[src/rtl/rtu_pkg.sv]
// Package for the interface rate tracker: shared types and constants.
// Used by every module of the block; depends on nothing.
`timescale 1ns / 1ps
package rtu_pkg;

    localparam int DIV_NUM_W = 82;   // widest numerator: 64-bit delta times 204800
    localparam int DIV_DEN_W = 96;   // widest denominator: 32-bit time times 64-bit speed
    localparam int DIV_DS_W  = 128;  // shifted denominator inside the divider
    localparam int DIV_Q_W   = 65;   // 64 quotient bits plus the overflow bit
    localparam int DIV_CNT_W = 7;
    localparam int QUEUE_DEPTH = 2;

    localparam logic [19:0] MEGA  = 20'd1000000;
    localparam logic [31:0] SAT32 = 32'hFFFF_FFFF;

    typedef struct packed {
        logic [31:0] agent;
        logic [31:0] ifx;
        logic [31:0] stime;
        logic [63:0] rx;
        logic [63:0] tx;
        logic [63:0] speed;
    } t_slot;

    // One classified item handed from the front to the back.
    typedef struct packed {
        logic        first;
        logic        full;
        logic [31:0] dt;
        logic [63:0] drx;
        logic [63:0] dtx;
        logic [63:0] prev_speed;
        logic [63:0] speed;
        logic [31:0] rx_tot;
        logic [31:0] tx_tot;
    } t_job;

    typedef struct packed {
        logic                 start;
        logic                 wide;   // 64-bit quotient, no saturation
        logic [DIV_NUM_W-1:0] num;
        logic [DIV_DEN_W-1:0] den;
    } t_div_req;

    typedef struct packed {
        logic               done;
        logic [DIV_Q_W-1:0] quot;
    } t_div_rsp;

endpackage

[src/rtl/rtu_queue.sv]
// Short FIFO of classified items between the front and the back.
// Depends on rtu_pkg for the item type and the depth.
`timescale 1ns / 1ps
module rtu_queue (
    input  logic          i_clk,
    input  logic          i_rst_n,
    input  logic          i_push,
    input  rtu_pkg::t_job i_data,
    output logic          o_full,
    input  logic          i_pop,
    output rtu_pkg::t_job o_data,
    output logic          o_empty
);
    localparam int PTR_W = (rtu_pkg::QUEUE_DEPTH > 1) ? $clog2(rtu_pkg::QUEUE_DEPTH) : 1;
    localparam int CNT_W = $clog2(rtu_pkg::QUEUE_DEPTH + 1);

    rtu_pkg::t_job r_mem [rtu_pkg::QUEUE_DEPTH];
    logic [PTR_W-1:0] r_wptr, r_rptr;
    logic [CNT_W-1:0] r_cnt;

    assign o_full  = (r_cnt == CNT_W'(rtu_pkg::QUEUE_DEPTH));
    assign o_empty = (r_cnt == '0);
    assign o_data  = r_mem[r_rptr];

    always_ff @(posedge i_clk) begin
        if (i_push && !o_full) begin
            r_mem[r_wptr] <= i_data;
        end
    end

    always_ff @(posedge i_clk) begin
        if (!i_rst_n) begin
            r_wptr <= '0;
            r_rptr <= '0;
            r_cnt  <= '0;
        end else begin
            if (i_push && !o_full) begin
                r_wptr <= (r_wptr == PTR_W'(rtu_pkg::QUEUE_DEPTH - 1)) ? '0 : r_wptr + 1'b1;
            end
            if (i_pop && !o_empty) begin
                r_rptr <= (r_rptr == PTR_W'(rtu_pkg::QUEUE_DEPTH - 1)) ? '0 : r_rptr + 1'b1;
            end
            r_cnt <= r_cnt + CNT_W'(i_push && !o_full) - CNT_W'(i_pop && !o_empty);
        end
    end
endmodule

[config.mk]
export PLATFORM = sky130hd
export DESIGN_NAME = rtu_queue
export DESIGN_NICKNAME = d
export VERILOG_FILES = /design/src/rtl/rtu_pkg.sv /design/src/rtl/rtu_queue.sv
export SDC_FILE = /design/constraint.sdc
export NUM_CORES = 1
export LEC_CHECK = 0
export ABC_AREA = 1
export BUFFER_PORTS_ARGS = -buffer_cell sky130_fd_sc_hd__buf_4
export CORE_ASPECT_RATIO = 0.5
export CORE_UTILIZATION = 40
export DETAILED_ROUTE_END_ITERATION = 8
export SYNTH_ARGS = -nofsm -noshare
export SYNTH_HDL_FRONTEND = slang
export SYNTH_SLANG_ARGS = --single-unit
[constraint.sdc]
create_clock -name i_clk -period 49.6 [get_ports i_clk]
set_clock_uncertainty 0.15 [all_clocks]
set_input_delay 4.96 -clock i_clk [delete_from_list [all_inputs] [get_ports i_clk]]
set_output_delay 4.96 -clock i_clk [all_outputs]
set_load 0.02 [all_outputs]
# Word level (Yosys, flattened, before mapping)
# Memory sizes are Yosys's and may differ from the RTL's. A register that Yosys moved wholly into a read port is not among the register bits.
# Index checks and enable logic that the tools add are counted.
classes:
  add_sub_neg: 4
  n_eq_ne: 1
  n_mux: 6
  reduce_logical: 5
op_table:
  columns: ["cell", "n"]
  rows:
  - ["two-way mux 1 bit", 6]
  - ["adder 1 bit (second input constant)", 2]
  - ["adder 2 x 1 -> 2 bit", 1]
  - ["equality test 2 bit (second input constant)", 1]
  - ["logical AND 1 bit", 2]
  - ["zero test 1 bit", 2]
  - ["zero test 2 bit", 1]
  - ["subtractor 2 x 1 -> 2 bit", 1]
word_totals:
  regBits: 4
  ram_bits: 708
  in_bits: 358
  output_inout_bits: 356
  elab_cells: 20
  memories: 1
memory_table:
  columns: ["memory", "words", "word_bits", "rd", "rd_ports_with_merged_regs", "write_ports", "line_no", "text"]
  rows:
  - ["r_mem", 2, 354, 1, 1, 1, "rtu_queue.sv:17", "rtu_pkg::t_job r_mem [rtu_pkg::QUEUE_DEPTH];"]

# Logic depth before layout (Yosys ltp)
logic_depth:
  ltp_word: 5
  mapped_depth: 11
  ltp_nobuf: 11

# Least setup slack after synthesis
# Ideal clock, no wire load.
synth_timing:
  path_kind: "input to register"
  start: "input port i_push"
  end: "memory r_mem[0][0] (netlist bit), enable pin"
  arrival_time_ps: 19680
  slack_ps: 28694
  cell_stages: 2
  path_buffers: 0
  cell_sequence: "nand2_1 > nor2_1"
synth_via:
  elab_chain_len: 3
synth_lines:
  columns: ["element", "line_no", "text"]
  rows:
  - ["from (decl)", "rtu_queue.sv:7", "input logic i_push,"]
  - ["logical AND 1 bit", "rtu_queue.sv:26", "if (i_push && !o_full) begin"]
  - ["two-way mux 1 bit", "rtu_queue.sv:26", null]
  - ["two-way mux 1 bit (implied by the code)", "rtu_queue.sv:27", "r_mem[r_wptr] <= i_data;"]
  - ["to (decl)", "rtu_queue.sv:17", null]
# Every way passes these cells.

==> results.sh <==
export IMPL_die_h_um=182
export IMPL_crit_arrival_ns=3.73
export IMPL_synthToLayoutAreaGrowth_pct=32.6
export IMPL_final_seq_area_um2=21400
export IMPL_p_leak_nw=12.8
export IMPL_firstDrtPassIters=4
export IMPL_crit_slowest_cell="dfxtp_4"
export IMPL_power_frac_comb_pct=28.7
export IMPL_r2r_start="r_cnt[0]"
export IMPL_post_cts_resized=0
export IMPL_ys_seq_area_share_pct=82.3
export IMPL_grt_pass1_vias=13700
export IMPL_dieArea_um2=66000
export IMPL_cts_setup_buffers=0
export IMPL_vias_per_cell=4.77
export IMPL_fin_setup_tns_ns=0
export IMPL_swShare_pct=29.5
export IMPL_ys_ff_latch=713
export IMPL_path_clk_slew_ns=0.07
export IMPL_crit_type="reg -> out"
export IMPL_wirelength_mm=69.1
export IMPL_min_delay_start="r_rptr"
export IMPL_syn_area_um2=26000
export IMPL_final_setup_viol_count=0
export IMPL_relSlewSlack_pct=20.5
export IMPL_grt_usage_pct=20.3
export IMPL_final_core_util_pct=54.1
export IMPL_vias=13400
export IMPL_p_per_area_nw_per_um2=52.8
export IMPL_numCtsBuffers=67
export IMPL_end_kind="output port"
export IMPL_initial_utilization_pct=40.8
export IMPL_rsz0062_at_grt="no"
export IMPL_timing_final_hold_violations=0
export IMPL_nNetsFinal=2254
export IMPL_worst_pin_slew_ns=1.19
export IMPL_vdd_drop_max_mv=0.0290
export IMPL_hold_buffers=0
export IMPL_antenna_found_initial=9
export IMPL_period_share_pct=17.8
export IMPL_grt_max_degree=144
export IMPL_fin_crit_ns=8.84
export IMPL_ios=714
export IMPL_p_sw_w=0.000536
export IMPL_fillers=5128
export IMPL_avgSynthCellArea_um2=22.8
export IMPL_grt_first_pass_wirelength_mm=94.5
export IMPL_pwr_share_seq_pct=43.6
export IMPL_cp_max_fo=61
export IMPL_yosysUniqueCellTypes=12
export IMPL_dp_cells=2696
export IMPL_status="finished, final reports clean"
export IMPL_place_congestion=0.960
export IMPL_numPortBuffers=713
export IMPL_slew_viol_final=0
export IMPL_maxCapViolCount=0
export IMPL_path_common_cell="buf_4"
export IMPL_htree_levels=3
export IMPL_hold_path_class="reg -> reg"
export IMPL_fin_cells=2819
export IMPL_syn_nets=1499
export IMPL_dieWidth_um=362
export IMPL_slowest_delay_ns=0.84
export IMPL_drtIter0Drc=910
export IMPL_cp_required_ns=44.49
export IMPL_gr_total_overflow=0
export IMPL_antenna_left=0
export IMPL_clockBufferDepth=3
export IMPL_clockRootBuffer="clkbuf_16"
export IMPL_crit_chain="buf_4, buf_4, mux2_2, buf_4"
export IMPL_drc=0
export IMPL_intPower_w=0.00128
export IMPL_start_kind="flip-flop"
export IMPL_fmax_ghz=0.113
export IMPL_layout_drive_gt1_share_pct=60.2
export IMPL_clock_latency_ns=0.58
export IMPL_p_clk_share_pct=27.7
export IMPL_ys_warn_count=0
export IMPL_placeableCoreArea_um2=63600
export IMPL_place_hpwl_mm=49.2
export IMPL_p_total_w=0.00182
export IMPL_wl_per_cell_um=24.5
export IMPL_netlist_instances=1139
export IMPL_cts_sinks=713
export IMPL_multi_input_area_um2=4330
export IMPL_cts_tree="done"
export IMPL_num_rows=65
metal layers:
layer  global-route usage [%]  wire (um)  vias to the layer above
met2                     38.1      39100                      318
met1                     22.0      24100                     6939
li1                         -          -                     6047
met4                     7.65       2260                        6
met5                        0         35                        -
met3                     5.14       3590                      138
synthesized netlist by cell type (all sizes together):
cell type / count / area (um^2)
edfxtp: 708 / 21300
ha: 2 / 25.0
nor2: 8 / 30.0
dfxtp: 5 / 100
inv: 9 / 33.8
nand3: 3 / 15.0
mux2: 354 / 4210
a21oi: 2 / 10.0
buf: 39 / 239
nand2: 9 / 33.8
logic make-up (layout without fill, tap and decap cells):
| group | Yosys count | after routing | share of synthesized area (%) |
|---|---|---|---|
| AO/OA/AOI/OAI | 2 | 2 | 0.0386 |
| adder cells (fa/ha/maj) | 2 | 2 | 0.0964 |
| flip-flops | 713 | 713 | 82.3 |
| multiplexers | 354 | 354 | 16.2 |
| buffers and inverters | 48 | 851 | 1.05 |
| other | 0 | 6 | 0 |
| AND/OR/NAND/NOR | 20 | 20 | 0.304 |
registers in the layout, summed over array words and instances (netlist names), named ones only:
| register | count |
|---|---|
| r_wptr | 1 |
| r_cnt | 2 |
| r_rptr | 1 |
| r_mem | 708 |
power by group through the flow:
stage / clock [W] / sequential, W / combinational [W]
after floorplan: 0 / 0.000836 / 0.000308
after global placement: 0 / 0.000803 / 0.000529
after detailed placement: 0 / 0.000805 / 0.000529
after CTS: 0.000517 / 0.000792 / 0.000531
after global routing: 0.000540 / 0.000799 / 0.000546
final: 0.000502 / 0.000792 / 0.000522
layout make-up:
cell class	instances	share of cell area, %
Multi-Input combinational cell	378	12.6
Timing Repair Buffer	725	15.9
Inverter	9	0.120
Antenna cell	6	0.0436
Clock buffer	86	5.45
Tap cell	871	3.17
Clock inverter	31	0.702
Sequential cell	713	62.1
cells in the final DEF, fill, tap and decap left out, drive strengths merged:
master | netlist | routed
buf | 39 | 725
a21oi | 2 | 2
clkinv | 0 | 27
ha | 2 | 2
nand3 | 3 | 3
nor2 | 8 | 8
diode | 0 | 6
mux2 | 354 | 354
dfxtp | 5 | 5
inv | 9 | 9
edfxtp | 708 | 708
clkbuf | 0 | 86
nand2 | 9 | 9
bufinv | 0 | 4
critical path, delay by kind of cell (launching register included):
kind     cells  cell delay (ns)
flops        1             0.84
mux          1             0.42
buf+inv      3             1.79
path summary, 6_finish.rpt:
path / endpoint / depth (start not counted) / slack [ns]
setup / recovery: o_data[109] / 4 / 40.76
hold / removal: r_rptr / 2 / 0.36
setup reg to reg: r_mem[1][148] / 6 / 45.54
hold reg to reg: r_rptr / 2 / 0.36
through the flow:
stage                     hold slack (ns)  worst slack, ns  area [um^2]
after floorplan                     0.317            28.69        26000
after global placement              0.336            41.00        32300
after detailed placement            0.350            41.00        32300
after CTS                           0.366            40.66        34400
after global routing                0.413            40.50        34400
final                               0.356            40.76        34400
Note: power is estimated with default switching activity, not from simulation.
